`src/rtl/core/arpv_pkg.sv`:
```
`timescale 1ns / 1ps
`default_nettype none
// ----------------------------------------------------------------------------
// arpv_pkg
// Shared types, constants and helpers for the audio ring playout core.
// ----------------------------------------------------------------------------
package arpv_pkg;

    localparam int DEF_RING_DEPTH     = 1024;
    localparam int DEF_PACKET_SAMPLES = 32;
    localparam int DEF_PACKET_COUNT   = 4;
    localparam int DEF_QUEUE_DEPTH    = 4;

    localparam int SAMPLE_W = 16;
    localparam int GAIN_W   = 17;
    localparam int TICK_W   = 10;
    localparam int ACC_W    = 26;
    localparam int DAC_W    = 10;
    localparam int LEVEL_W  = 3;
    localparam int CFG_IDX_W  = 2;
    localparam int CFG_DATA_W = 16;

    localparam logic [CFG_IDX_W-1:0] CFG_PLAY_ENABLE = 2'd0;
    localparam logic [CFG_IDX_W-1:0] CFG_MUTE        = 2'd1;
    localparam logic [CFG_IDX_W-1:0] CFG_VOLUME      = 2'd2;

    localparam logic              ACTION_TICK  = 1'b0;
    localparam logic              ACTION_WRITE = 1'b1;

    localparam logic [15:0]       MIDSCALE     = 16'h8000;
    localparam logic [15:0]       VOL_SILENCE  = 16'h8000;
    localparam logic [15:0]       VOL_MAX      = 16'd256;
    localparam logic [7:0]        POT_HI_MASK  = 8'hF8;
    localparam logic [7:0]        POT_LO_MASK  = 8'h08;
    localparam logic [LEVEL_W-1:0] LEVEL_MAX   = 3'd7;

    typedef struct packed {
        logic                       action;
        logic signed [SAMPLE_W-1:0] sample;
        logic [15:0]                pot_reading;
    } in_word_t;

    typedef struct packed {
        logic [DAC_W-1:0]   dac_code;
        logic               vu_valid;
        logic [LEVEL_W-1:0] vu_level;
    } out_word_t;

    // One tick on its way from the front to the back.
    typedef struct packed {
        logic                       play;
        logic                       mute;
        logic                       vu_update;
        logic [GAIN_W-1:0]          gain;
        logic signed [SAMPLE_W-1:0] sample;
    } tick_desc_t;

    // Gain from host volume and pot reading; silence code gives zero.
    function automatic logic [GAIN_W-1:0] calc_gain(input logic [15:0] vol,
                                                    input logic [15:0] reading);
        logic [8:0]  vol_c;
        logic [8:0]  pot;
        logic [17:0] prod;
        vol_c = (vol > VOL_MAX) ? VOL_MAX[8:0] : vol[8:0];
        pot   = 9'(reading[15:8] & POT_HI_MASK) + 9'(reading[14:7] & POT_LO_MASK);
        prod  = 18'(vol_c) * 18'(pot);
        if (vol == VOL_SILENCE)
        begin
            return '0;
        end
        return prod[GAIN_W-1:0];
    endfunction

endpackage
`default_nettype wire

```
`src/rtl/core/arpv_queue.sv`:
```
`timescale 1ns / 1ps
`default_nettype none
// ----------------------------------------------------------------------------
// arpv_queue
// Short FIFO of tick descriptors between front and back.
// ----------------------------------------------------------------------------
module arpv_queue #(
    parameter int DEPTH = 4
) (
    input  wire logic                       clk,
    input  wire logic                       rst_n,
    input  wire logic                       wr_en,
    input  wire arpv_pkg::tick_desc_t       wr_desc,
    input  wire logic                       rd_en,
    output logic                            rd_valid,
    output arpv_pkg::tick_desc_t            rd_desc,
    output logic [$clog2(DEPTH+1)-1:0]      free
);
    import arpv_pkg::*;

    localparam int PTR_W = (DEPTH > 1) ? $clog2(DEPTH) : 1;
    localparam int CNT_W = $clog2(DEPTH + 1);

    tick_desc_t       slots [DEPTH];
    logic [PTR_W-1:0] wr_ptr_reg, wr_ptr_next;
    logic [PTR_W-1:0] rd_ptr_reg, rd_ptr_next;
    logic [CNT_W-1:0] count_reg,  count_next;
    logic             do_rd;

    assign do_rd    = rd_en && (count_reg != '0);
    assign rd_valid = count_reg != '0;
    assign rd_desc  = slots[rd_ptr_reg];
    assign free     = CNT_W'(DEPTH) - count_reg;

    always_comb
    begin
        wr_ptr_next = wr_ptr_reg;
        rd_ptr_next = rd_ptr_reg;
        count_next  = count_reg;
        if (wr_en)
        begin
            wr_ptr_next = (wr_ptr_reg == PTR_W'(DEPTH - 1)) ? '0 : wr_ptr_reg + PTR_W'(1);
        end
        if (do_rd)
        begin
            rd_ptr_next = (rd_ptr_reg == PTR_W'(DEPTH - 1)) ? '0 : rd_ptr_reg + PTR_W'(1);
        end
        if (wr_en && !do_rd)
        begin
            count_next = count_reg + CNT_W'(1);
        end
        else if (!wr_en && do_rd)
        begin
            count_next = count_reg - CNT_W'(1);
        end
    end

    always_ff @(posedge clk or negedge rst_n)
    begin
        if (!rst_n)
        begin
            wr_ptr_reg <= '0;
            rd_ptr_reg <= '0;
            count_reg  <= '0;
        end
        else
        begin
            wr_ptr_reg <= wr_ptr_next;
            rd_ptr_reg <= rd_ptr_next;
            count_reg  <= count_next;
        end
    end

    always_ff @(posedge clk)
    begin
        if (wr_en)
        begin
            slots[wr_ptr_reg] <= wr_desc;
        end
    end

endmodule
`default_nettype wire

```
`config.mk`:
```
export PLATFORM = sky130hd
export DESIGN_NAME = arpv_queue
export DESIGN_NICKNAME = d
export VERILOG_FILES = /design/src/rtl/core/arpv_pkg.sv /design/src/rtl/core/arpv_queue.sv
export SDC_FILE = /design/constraint.sdc
export NUM_CORES = 1
export LEC_CHECK = 0
export BUFFER_PORTS_ARGS = -buffer_cell sky130_fd_sc_hd__buf_2
export CAP_MARGIN = 20
export CORE_UTILIZATION = 54
export CTS_CLUSTER_SIZE = 20
export DETAILED_ROUTE_END_ITERATION = 8
export PLACE_DENSITY = 0.87
export RECOVER_POWER = 50
export SYNTH_ARGS = -nofsm -noshare
export SYNTH_HDL_FRONTEND = slang
export SYNTH_SLANG_ARGS = --single-unit
```
`constraint.sdc`:
```
create_clock -name clk -period 5.5 [get_ports clk]
set_input_delay 1.1 -clock clk [delete_from_list [all_inputs] [get_ports clk]]
set_output_delay 1.1 -clock clk [all_outputs]
set_load 0.05 [all_outputs]
```
# Word level (Yosys, flattened, before mapping)
# Memory sizes are Yosys's and may differ from the RTL's.
# Index checks and enable logic that the tools add are counted.
[word_totals] ff_bits=7 mem_bits_rw=144 in_bits=40 out_inout_bits=40 word_cells=24 mem_count=1
[classes] add_sub_neg=5 n_eq_ne=2 mux=6 n_reduce_logical=7
[mem_list] memory="slots" depth=4 width=36 rd=1 rd_ports_with_merged_regs=0 write_ports=1 line="arpv_queue.sv:24" text="tick_desc_t slots [DEPTH];"
[op_table] operator="$mux W3" count=2
[op_table] operator="$add A2 B1 Y2 const B" count=2
[op_table] operator="$eq A2 B2 Y1 const B" count=2
[op_table] operator="$mux W2" count=2
[op_table] operator="$add A3 B1 Y3 const B" count=1
[op_table] operator="$logic_and A1 B1 Y1" count=3
[op_table] operator="$reduce_bool A3 Y1" count=1
[op_table] operator="$sub A3 B1 Y3 const B" count=1
[op_table] operator="$sub A3 B3 Y3 const A" count=1
[op_table] operator="$logic_not A1 Y1" count=2
[op_table] operator="$mux W1" count=2
[op_table] operator="$reduce_bool A2 Y1" count=1

# Longest topological paths before layout
[logic_depth] word_depth=5 depth_mapped=11 ltp_nobuf=11

# Worst setup path after synthesis
# OpenSTA, ideal clock, no wires.
[synth_timing] kind="register -> output" start="reg rd_ptr_reg[0]" end="out rd_desc[27] (netlist name)" arrival_time_ns=1.362 path_slack_ns=3.038 path_stages_with_launch=4 cell_sequence="dfrtp_1 -> buf_6 -> buf_8 -> mux4_2"
[synth_rtl] item="from (decl)" line="arpv_queue.sv:26" text="logic [PTR_W-1:0] rd_ptr_reg, rd_ptr_next;"
[synth_rtl] item="from (signal assigned)" line="arpv_queue.sv:69" text="rd_ptr_reg <= rd_ptr_next;"
[synth_rtl] item="to (decl)" line="arpv_queue.sv:16" text="output arpv_pkg::tick_desc_t rd_desc,"

==> impl_metrics.py <==
metrics = {
    "sta": {
        "finClkSkew_ns": 0.00621,
        "relSlewSlack": -0.770,
        "rsz0062_at_grt": "false",
        "period_share": 0.697,
        "min_period_ns": 3.83,
        "fmax_mhz": 261,
        "maxSlewViolCount": 76,
        "hold_violations": 0,
        "setup_viol": 0,
        "worst_pin_slew_ns": 2.65,
        "finalSetupTns_ns": 0,
    },
    "die": {
        "dieArea_um2": 10900,
        "core-area_um2": 10200,
        "die_h_um": 104,
        "num_rows": 37,
        "initial_core_util": 0.554,
        "die_w_um": 104,
        "num_io_pins": 80,
    },
    "clock_network": {
        "clkTransAtPathRegs_ns": 0.06,
        "cts_buffers": 17,
        "cts_tree": "built",
        "cts_root_buffer": "clkbuf_8",
        "insertion_delay_ns": 0.52,
        "ctsHoldBuffers": 0,
        "cts.path.max_buffers": 2,
        "post_cts_buffers": 0,
        "cts_resized": 0,
        "htree_levels": 4,
        "cts.sinks": 151,
    },
    "yosys": {
        "synth-main-ff-cell": "edfxtp_1",
        "yosysSeqAreaShare": 0.794,
        "yosys.area.top_type_share": 0.763,
        "synthesis.nets": 281,
        "syn_inst": 232,
        "synthArstFlopShare": 0.0464,
        "synth_area_leaders": "edfxtp_1, mux4_2, dfrtp_1",
        "synth.most_common_cell": "edfxtp_1",
        "synth_top_area_cell": "edfxtp_1",
        "ys_types": 19,
        "synth-edff-count": 144,
        "netlist_top_cells_count": "edfxtp_1, mux4_2, inv_1",
        "ys_seq_elements": 151,
        "synth_area_um2": 5670,
        "ys_warn_count": 0,
        "avgSynthCellArea_um2": 24.4,
    },
    "route": {
        "post_drt_wl_per_cell_um": 19.7,
        "detail-route-antenna-nets": 0,
        "drc_errors": 0,
        "first_pass_iters": 4,
        "num_vias": 2580,
        "routed_wirelength_um": 9270,
        "via_per_inst": 5.49,
        "drtIter0Drc": 142,
    },
    "cells_and_area": {
        "antenna_cells": 0,
        "layout-drive-gt1-share": 0.329,
        "final_cells": 470,
        "nNetsFinal": 371,
        "largest_reg_flops": 144,
        "stdcell_area_um2": 6690,
        "syn_to_final_growth_pct": 18.2,
        "fin_util": 0.654,
    },
    "min_path": {
        "hold_class": "input pin to asynchronous set/reset pin",
    },
    "job": {
        "cap_viol_max_count": 2,
    },
    "global_route": {
        "antenna_found_initial": 1,
        "met1_usage": 0.229,
        "busiest_layer": "met2",
        "grtUsageMet2": 0.311,
        "grt_use_total": 0.189,
        "grt_max_degree": 39,
        "gr-total-overflow": 0,
        "met3_usage": 0.0583,
        "grt_pass1_vias": 2731,
        "grt_pass1_wl_um": 14700,
    },
    "outcome": {
        "violations": "capacitance limit, slew limit",
        "outcome": "complete, but fails checks",
    },
    "pwr": {
        "comb_power_share": 0.346,
        "p_int_mw": 2.68,
        "switching_power_mw": 1.57,
        "power.sequential.fraction": 0.388,
        "p_per_area_nw_per_um2": 636,
        "netSwitchingFraction": 0.370,
        "worst_ir_drop_vdd_mv": 0.579,
        "p_clk_frac": 0.266,
        "p_leak_nw": 2.28,
    },
    "setup_path": {
        "worstPathArrival_ns": 2.73,
        "path_max_fanout": 38,
        "cp-end-kind": "output port",
        "timing.rr.start": "wr_ptr_reg[0]$_DFFE_PN0P_",
        "path_cells": "mux4_2, buf_2",
        "max_stage_delay_ns": 1.45,
        "cp_top_family": "flip-flops",
        "crit_required_ns": 4.40,
        "crit_start": "rd_ptr_reg[1]$_DFFE_PN0P_",
        "crit_buf_inv": 1,
        "crit_path_start_kind": "register",
        "slowest_stage": "dfrtp_1",
        "worstSetupPathType": "register to output port",
    },
    "placed_design": {
        "place_inst": 439,
        "dp_hpwl_um": 5430,
        "placed_area_um2": 6160,
        "gp_congestion": 0.690,
        "io_buffers": 79,
    },
}
## final timing paths
kind,endpoint,cells past startpoint,slack [ns]
setup / recovery,rd_desc[18],2,1.67
min in group clk,count_reg[2]$_DFFE_PN0P_,2,0.55
max in group asynchronous,rd_ptr_reg[0]$_DFFE_PN0P_,1,4.73
hold / removal,count_reg[2]$_DFFE_PN0P_,1,0.47
setup reg to reg,slots[0][23]$_DFFE_PP_,3,2.42
hold reg to reg,count_reg[2]$_DFFE_PN0P_,2,0.55
## power groups by stage
stage | combinational (mW) | clock, mW | sequential (mW)
after detailed placement | 1.48 | 0 | 1.68
after floorplan | 1.33 | 0 | 1.54
after global routing | 1.54 | 1.19 | 1.68
after global placement | 1.46 | 0 | 1.66
final | 1.47 | 1.13 | 1.65
after CTS | 1.49 | 1.15 | 1.66
## placed cells by master (no fill, tap or decap), types with 3 or more instances in the layout
cell         n
clkbuf_16   16
nor2_1       3
mux2_2       3
clkinv_2     3
ha_1         8
and2_2       3
inv_1        9
buf_2       41
mux4_2      36
clkbuf_1    39
bufinv_16    4
dfrtp_1      6
clkinv_1     5
edfxtp_1   144
## worst register-to-register path, delay by kind of cell (launching register included)
kind	cells	cell delay, ns
fa+ha+maj	1	0.15
flops	1	0.42
simple gates	1	1.93
buf+inv	1	0.12
## metal layers
layer	vias to the layer above	wire length (µm)
met4	2	159
met3	20	462
met5	-	13
li1	1143	-
met2	78	4930
met1	1337	3710
## cell type report
type                       instances  area, µm²
timing repair buffer              80        355
inverter                           9       33.8
clock inverter                    13        161
multi-input combinational         63       1050
tap                              136        170
clock buffer                      18        418
sequential                       151       4500
fill                             711       3540
## metrics by stage
step | setup slack (ns) | hold slack, ns | power (mW)
3_5_place_dp | 2.23 | 0.542 | 3.16
2_1_floorplan | 3.04 | 0.506 | 2.88
4_1_cts | 1.68 | 0.391 | 4.30
5_1_grt | 1.46 | 0.506 | 4.42
3_3_place_gp | 2.25 | 0.521 | 3.12
6_report | 1.67 | 0.469 | 4.26
## cell families after synthesis
logic type / Yosys count / share of synthesized area
AOI/OAI and AO/OA: 2 / 0.00177
xor gates and xnor gates: 3 / 0.00464
adders and majority gates: 9 / 0.0212
buffers and inverters: 18 / 0.0203
DFF: 151 / 0.794
muxes: 39 / 0.149
and+or+nand+nor: 10 / 0.00883
No activity file was read; power rests on OpenSTA's default activity.
