--- config.mk ---
export PLATFORM = sky130hd
export DESIGN_NAME = arpv_back
export DESIGN_NICKNAME = d
export VERILOG_FILES = /design/src/rtl/core/arpv_pkg.sv /design/src/rtl/core/arpv_back.sv
export SDC_FILE = /design/constraint.sdc
export NUM_CORES = 1
export LEC_CHECK = 0
export BUFFER_PORTS_ARGS = -buffer_cell sky130_fd_sc_hd__buf_2
export CORE_MARGIN = 4
export CORE_UTILIZATION = 50
export DETAILED_ROUTE_END_ITERATION = 8
export PLACE_DENSITY = 0.79
export REMOVE_ABC_BUFFERS = 1
export SLEW_MARGIN = 25
export SYNTH_ARGS = -nofsm -noshare
export SYNTH_HDL_FRONTEND = slang
export SYNTH_SLANG_ARGS = --single-unit
export TNS_END_PERCENT = 30
--- constraint.sdc ---
create_clock -name clk -period 3.3 [get_ports clk]
set_input_delay 0.66 -clock clk [delete_from_list [all_inputs] [get_ports clk]]
set_output_delay 0.66 -clock clk [all_outputs]
set_load 0.01 [all_outputs]
--- src/rtl/core/arpv_pkg.sv ---
`timescale 1ns / 1ps
`default_nettype none
// ----------------------------------------------------------------------------
// arpv_pkg
// Shared types, constants and helpers for the audio ring playout core.
// ----------------------------------------------------------------------------
package arpv_pkg;

    localparam int DEF_RING_DEPTH     = 1024;
    localparam int DEF_PACKET_SAMPLES = 32;
    localparam int DEF_PACKET_COUNT   = 4;
    localparam int DEF_QUEUE_DEPTH    = 4;

    localparam int SAMPLE_W = 16;
    localparam int GAIN_W   = 17;
    localparam int TICK_W   = 10;
    localparam int ACC_W    = 26;
    localparam int DAC_W    = 10;
    localparam int LEVEL_W  = 3;
    localparam int CFG_IDX_W  = 2;
    localparam int CFG_DATA_W = 16;

    localparam logic [CFG_IDX_W-1:0] CFG_PLAY_ENABLE = 2'd0;
    localparam logic [CFG_IDX_W-1:0] CFG_MUTE        = 2'd1;
    localparam logic [CFG_IDX_W-1:0] CFG_VOLUME      = 2'd2;

    localparam logic              ACTION_TICK  = 1'b0;
    localparam logic              ACTION_WRITE = 1'b1;

    localparam logic [15:0]       MIDSCALE     = 16'h8000;
    localparam logic [15:0]       VOL_SILENCE  = 16'h8000;
    localparam logic [15:0]       VOL_MAX      = 16'd256;
    localparam logic [7:0]        POT_HI_MASK  = 8'hF8;
    localparam logic [7:0]        POT_LO_MASK  = 8'h08;
    localparam logic [LEVEL_W-1:0] LEVEL_MAX   = 3'd7;

    typedef struct packed {
        logic                       action;
        logic signed [SAMPLE_W-1:0] sample;
        logic [15:0]                pot_reading;
    } in_word_t;

    typedef struct packed {
        logic [DAC_W-1:0]   dac_code;
        logic               vu_valid;
        logic [LEVEL_W-1:0] vu_level;
    } out_word_t;

    // One tick on its way from the front to the back.
    typedef struct packed {
        logic                       play;
        logic                       mute;
        logic                       vu_update;
        logic [GAIN_W-1:0]          gain;
        logic signed [SAMPLE_W-1:0] sample;
    } tick_desc_t;

    // Gain from host volume and pot reading; silence code gives zero.
    function automatic logic [GAIN_W-1:0] calc_gain(input logic [15:0] vol,
                                                    input logic [15:0] reading);
        logic [8:0]  vol_c;
        logic [8:0]  pot;
        logic [17:0] prod;
        vol_c = (vol > VOL_MAX) ? VOL_MAX[8:0] : vol[8:0];
        pot   = 9'(reading[15:8] & POT_HI_MASK) + 9'(reading[14:7] & POT_LO_MASK);
        prod  = 18'(vol_c) * 18'(pot);
        if (vol == VOL_SILENCE)
        begin
            return '0;
        end
        return prod[GAIN_W-1:0];
    endfunction

endpackage
`default_nettype wire

--- src/rtl/core/arpv_back.sv ---
`timescale 1ns / 1ps
`default_nettype none
// ----------------------------------------------------------------------------
// arpv_back
// Scale the sample, meter it and present the DAC word on the result port.
// ----------------------------------------------------------------------------
module arpv_back (
    input  wire logic                 clk,
    input  wire logic                 rst_n,
    input  wire logic                 q_valid,
    input  wire arpv_pkg::tick_desc_t q_desc,
    output logic                      q_pop,
    output logic                      empty,
    input  wire logic                 pop,
    output arpv_pkg::out_word_t       result
);
    import arpv_pkg::*;

    logic                 b1_valid_reg;
    logic [15:0]          b1_hi_reg;
    logic                 b1_mid_reg;
    logic                 b1_vu_reg;
    logic [LEVEL_W-1:0]   b1_level_reg;
    logic [ACC_W-1:0]     acc_reg, acc_next;
    logic                 out_valid_reg;
    out_word_t            result_reg;

    logic                 out_ready;
    logic                 b1_adv;
    logic                 b1_ready;
    logic signed [33:0]   prod;
    logic [15:0]          mag;
    logic [ACC_W-1:0]     acc_sum;
    logic [LEVEL_W-1:0]   level;
    logic [15:0]          word;

    assign out_ready = !out_valid_reg || pop;
    assign b1_adv    = b1_valid_reg && out_ready;
    assign b1_ready  = !b1_valid_reg || b1_adv;
    assign q_pop     = q_valid && b1_ready;

    assign prod = $signed(q_desc.sample) * $signed({1'b0, q_desc.gain});
    assign mag  = q_desc.sample[15] ? (~q_desc.sample + 16'd1) : q_desc.sample;

    always_comb
    begin
        acc_sum = q_desc.play ? (acc_reg + ACC_W'(mag)) : acc_reg;
        level   = '0;
        acc_next = acc_reg;
        if (q_pop)
        begin
            acc_next = acc_sum;
            if (q_desc.vu_update)
            begin
                level    = (acc_sum[ACC_W-1:20] > 6'(LEVEL_MAX)) ? LEVEL_MAX
                                                                 : acc_sum[22:20];
                acc_next = '0;
            end
        end
    end

    // Offset the upper product half by midscale; stopped or muted gives midscale.
    assign word = b1_mid_reg ? MIDSCALE : (b1_hi_reg ^ MIDSCALE);

    always_ff @(posedge clk or negedge rst_n)
    begin
        if (!rst_n)
        begin
            b1_valid_reg  <= 1'b0;
            out_valid_reg <= 1'b0;
            acc_reg       <= '0;
        end
        else
        begin
            acc_reg <= acc_next;
            if (b1_ready)
            begin
                b1_valid_reg <= q_valid;
            end
            if (out_ready)
            begin
                out_valid_reg <= b1_valid_reg;
            end
        end
    end

    always_ff @(posedge clk)
    begin
        if (q_pop)
        begin
            b1_hi_reg    <= prod[31:16];
            b1_mid_reg   <= !q_desc.play || q_desc.mute;
            b1_vu_reg    <= q_desc.vu_update;
            b1_level_reg <= level;
        end
        if (b1_adv)
        begin
            result_reg.dac_code <= word[15:6];
            result_reg.vu_valid <= b1_vu_reg;
            result_reg.vu_level <= b1_level_reg;
        end
    end

    assign empty  = !out_valid_reg;
    assign result = result_reg;

endmodule
`default_nettype wire

## Yosys cells after proc, flatten, opt, wreduce, memory -nomap -nowiden

Cells that the tools add are included.

- Output and inout bits: 16
- Input bits: 40
- Bits in registers: 63
- Word-level logic and storage cells: 31

- Bitwise operators: 2
- Reduce and logical (&&, ||, !) cells: 10
- Muxes and demuxes: 4
- $lt $le $gt $ge: 1
- Multiply operators: 1
- Add/sub/neg operators: 2

Operators by type and width:

| cell | number |
|---|---|
| $mux W26 | 2 |
| $mul A16 B18 Y32 | 1 |
| $add A26 B16 Y26 | 1 |
| $add A16 B1 Y16 const B | 1 |
| $mux W16 | 1 |
| $not A16 Y16 | 1 |
| $gt A6 B3 Y1 const B | 1 |
| $logic_not A1 Y1 | 3 |
| $logic_or A1 B1 Y1 | 3 |
| $mux W3 | 1 |
| $logic_and A1 B1 Y1 | 2 |
| $reduce_and A2 Y1 | 1 |
| $reduce_bool A2 Y1 | 1 |
| $not A1 Y1 | 1 |

## Logic depth before layout (Yosys ltp)

- Depth after elaboration: 7
- Depth in mapped cells: 24

## Least setup slack after synthesis

No wires, ideal clock.

- Path type: input to register
- Start: in q_desc[1] (netlist bit)
- End: reg b1_hi_reg[9], data pin
- Slack: -3.149 ns
- Stages on the path: 20
- Data arrival time: 6.192 ns
- Buffers on the path: 2
- Cells stage by stage: clkbuf_1 > clkbuf_1 > nand2_1 > fa_1 > fa_1 > fa_1 > inv_1 > fa_1 > fa_1 > inv_1 > fa_1 > inv_1 > ha_1 > a211oi_2 > nand2_1 > a2111o_1 > o211ai_1 > or3b_1 > a21oi_1 > xnor2_1

- Longest elaborated chain between the ends: 1

Ends and longest elaborated chain:

| what | RTL line | RTL |
|---|---|---|
| start: declaration | arpv_back.sv:11 | `input wire arpv_pkg::tick_desc_t q_desc,` |
| $mul A16 B18 Y32 | arpv_back.sv:42 | `assign prod = $signed(q_desc.sample) * $signed({1'b0, q_desc.gain});` |
| via prod[25] | arpv_back.sv:31 | `logic signed [33:0] prod;` |
| end signal: assignment | arpv_back.sv:91 | `b1_hi_reg <= prod[31:16];` |
| end: declaration | arpv_back.sv:20 | `logic [15:0] b1_hi_reg;` |

The timed path passes the listed nets, and every way through them passes these cells.
A chain may end at the register's enable or synchronous reset.

## Worst setup path in the final report

- Start: in q_desc[22] (netlist bit)
- End: reg b1_hi_reg[15], data pin

The elaborated chain is that of the path after synthesis.

==> flow_metrics.py <==
metrics = {
    "outcome": {
        "status": "complete, but fails checks",
        "violations": "setup timing",
    },
    "place": {
        "pre_cts_slack_ns": -3.22,
        "gp_congestion": 0.853,
        "dp.cells": 1813,
        "dp_hpwl_um": 24100,
        "port_buffers": 55,
        "dpl-instance-area_sq_um": 13800,
    },
    "setup_path": {
        "path_class": "in2reg",
        "cp-start-kind": "input pin",
        "critical_path_required_ns": 3.37,
        "critical_path_arrival_ns": 5.98,
        "rrSetupSlack_ns": 0.64,
        "path_max_fanout": 4,
        "endpoint_kind": "register",
    },
    "global_route": {
        "grt_max_degree": 29,
        "grt_overflow_total": 0,
        "grtUsageTotal_pct": 23.8,
        "grt_antenna_before_repair": 1,
        "grt_pass1_vias": 10700,
        "grt_pass1_wl_um": 51100,
    },
    "yosys": {
        "synth.area.top_cells": "fa_1 35%, ha_1 13%, inv_1 8.7%",
        "synth_largest_area_cell": "fa_1",
        "yosysWarnings": 0,
        "avgSynthCellArea_sq_um": 9.07,
        "synthCells": 1316,
        "synth_ff_type": "edfxtp_1",
        "ys_ff_latch": 57,
        "synth_cell_types": 54,
        "yosysTopAreaCellShare_pct": 34.9,
        "synth-edff-count": 29,
        "synthesis.area_sq_um": 11900,
        "async_flop_share_pct": 49.1,
        "ys_seq_area_share_pct": 13.2,
    },
    "route": {
        "drt-wirelength-per-cell_um": 16.6,
        "drc": 0,
        "ant_nets": 0,
        "vias": 9789,
        "routed_wl_um": 30600,
        "first_pass_iters": 6,
        "dr.first_iter.drc_count": 659,
        "viasPerCell": 5.30,
    },
    "timing": {
        "holdWs_ns": 0.380,
        "finalHoldViolations": 0,
        "fin_crit_sh_pct": 179,
        "finalWorstSetupSlack_ns": -2.61,
        "rsz0062_at_grt": "yes",
        "relSlewSlack_pct": 53.7,
        "final.setup_skew_ns": 0.00743,
        "setup_violations": 24,
        "layout_min_cycle_time_ns": 5.91,
        "finalMaxSlewViolations": 0,
        "worst_slew_pin_slew_ns": 0.695,
        "fmax_mhz": 169,
    },
    "cells_and_area": {
        "stdcell_count": 1847,
        "area_delta_synth_final_pct": 23.9,
        "final_area_sq_um": 14800,
        "nNetsFinal": 1897,
        "drive_above_1_share_pct": 23.7,
        "largest_reg_flops": 26,
    },
    "power_and_ir_drop": {
        "ir_drop_mv": 1.50,
        "power_leakage_nw": 7.53,
        "p_per_area_nw_per_um2": 1100,
    },
    "die": {
        "core_area_sq_um": 23500,
        "die_area_sq_um": 26400,
        "die_h_um": 162,
        "pin_count": 56,
        "dieWidth_um": 162,
        "rows": 56,
        "start_util_pct": 50.8,
    },
    "clocking": {
        "clkSlewWorstSetupHoldPaths_ns": 0.05,
        "cts_max_level": 3,
        "cts_buffer_depth": 2,
        "numCtsBuffers": 9,
        "worstSkewPairLatency_ns": 0.32,
        "cts_tree": "done",
        "cts.sinks": 57,
        "root_buffer": "clkbuf_16",
    },
    "run": {
        "cap_viol_max_count": 0,
    },
    "min_path": {
        "hold_class": "in2async",
    },
}
## cells in the mapped netlist (all sizes together) (2+ instances only)
| master | instances |
|---|---|
| xnor2 | 27 |
| nor4 | 3 |
| o21bai | 3 |
| nor2b | 16 |
| o21ai | 48 |
| fa | 208 |
| o21a | 6 |
| a21oi | 29 |
| a211oi | 5 |
| nand3 | 11 |
| and2 | 127 |
| a22o | 2 |
| nand2b | 16 |
| ha | 127 |
| or2 | 2 |
| nand4 | 6 |
| edfxtp | 29 |
| mux2i | 5 |
| or3 | 3 |
| nand2 | 179 |
| dfrtp | 28 |
| a31o | 2 |
| o41ai | 2 |
| nor2 | 21 |
| xor2 | 18 |
| inv | 279 |
| buf | 2 |
| a211o | 2 |
| and3 | 7 |
| a21o | 14 |
| o211ai | 6 |
| o2111ai | 2 |
| a31oi | 8 |
| a221o | 2 |
| nor3 | 4 |
| clkbuf | 52 |
| o31ai | 7 |
## worst max-delay path, stage by stage
cell and delay [ns]:
buf_8 0.10, buf_6 0.11, buf_12 0.12, and2_4 0.15, fa_1 0.53, fa_1 0.46
fa_1 0.61, fa_1 0.46, fa_1 0.50, inv_1 0.05, fa_1 0.51, inv_2 0.06
ha_4 0.23, a211oi_4 0.20, nand3_1 0.12, a31oi_2 0.21, o31ai_4 0.13, a211o_1 0.31
a31o_4 0.24, a21oi_2 0.15, xnor2_1 0.08
## logic make-up (layout without fill, tap and decap cells)
logic type / after synthesis / count (layout) / share of synthesized area (%)
flops: 57 / 57 / 13.2
compound gates: 144 / 144 / 7.90
buf+inv: 333 / 544 / 10.5
mux: 5 / 5 / 0.419
simple gates: 397 / 397 / 16.5
xor+xnor: 45 / 45 / 3.30
fa+ha+maj: 335 / 335 / 48.2
other cells: 0 / 1 / 0
## layout by cell type, fill, tap and decap left out, types with 16 or more instances in the layout
| cell type | synthesis | routed |
|---|---|---|
| xor2_1 | 18 | 18 |
| o21ai_0 | 23 | 16 |
| o21ai_1 | 25 | 28 |
| edfxtp_1 | 29 | 29 |
| nand2_1 | 179 | 175 |
| buf_4 | 0 | 174 |
| inv_2 | 2 | 17 |
| buf_6 | 0 | 19 |
| fa_1 | 208 | 197 |
| xnor2_1 | 27 | 26 |
| buf_2 | 0 | 42 |
| a21oi_1 | 28 | 19 |
| and2_1 | 126 | 116 |
| dfrtp_1 | 28 | 28 |
| nor2_1 | 21 | 21 |
| nand2b_1 | 16 | 16 |
| ha_1 | 127 | 113 |
| inv_1 | 277 | 261 |
## worst paths after layout
path | start | end | cells after the start
setup reg to reg | acc_reg[0]$_DFFE_PN0P_ | b1_level_reg[0]$_SDFFCE_PN0P_ | 12
max in group asynchronous | rst_n | acc_reg[3]$_DFFE_PN0P_ | 1
hold / removal | rst_n | acc_reg[21]$_DFFE_PN0P_ | 1
min in group clk | b1_level_reg[2]$_SDFFCE_PN0P_ | result[2]$_DFFE_PP_ | 0
setup / recovery | q_desc[22] | b1_hi_reg[15]$_DFFE_PP_ | 21
hold reg to reg | b1_level_reg[2]$_SDFFCE_PN0P_ | result[2]$_DFFE_PP_ | 0
## per-stage QoR
step	utilization, %	setup TNS, ns	power (mW)
floorplan	-	-25.46	8.04
global placement	58.8	-40.03	12.2
detailed placement	58.8	-41.93	12.6
CTS	62.3	-28.40	15.1
global route	63.0	-32.53	17.7
finish	63.0	-28.86	16.3
## report_power, final
part,internal [mW],switching [mW],total [mW]
Combinational,7.23,7.11,14.3
Clock,0.501,0.317,0.818
Sequential,1.09,0.0663,1.15
Total,8.82,7.49,16.3
## routing by layer
metal | track usage [%] | up-vias | share of wire, %
li1 | - | 4474 | -
met1 | 29.3 | 4909 | 39
met2 | 43.2 | 306 | 53
met3 | 2.76 | 100 | 4.6
met4 | 8.80 | 0 | 3.7
met5 | 0 | - | 0
## final cells by class
class | instances | area [sq um]
flip-flops and latches | 57 | 1570
diodes | 1 | 2.50
clock buffers | 10 | 229
repair buffers | 249 | 1970
multi-input cells | 926 | 9520
clock inverters | 6 | 35.0
fillers | 1754 | 8690
inverters | 279 | 1050
well taps | 319 | 399
## repair_timing
action	4_1_cts	5_1_grt
setup buffers	16	2
gates resized for setup	111	34
hold buffers	0	0
pin swaps	69	36
endpoints found under the setup margin	27	29
Power figures use the tool's default switching activity.
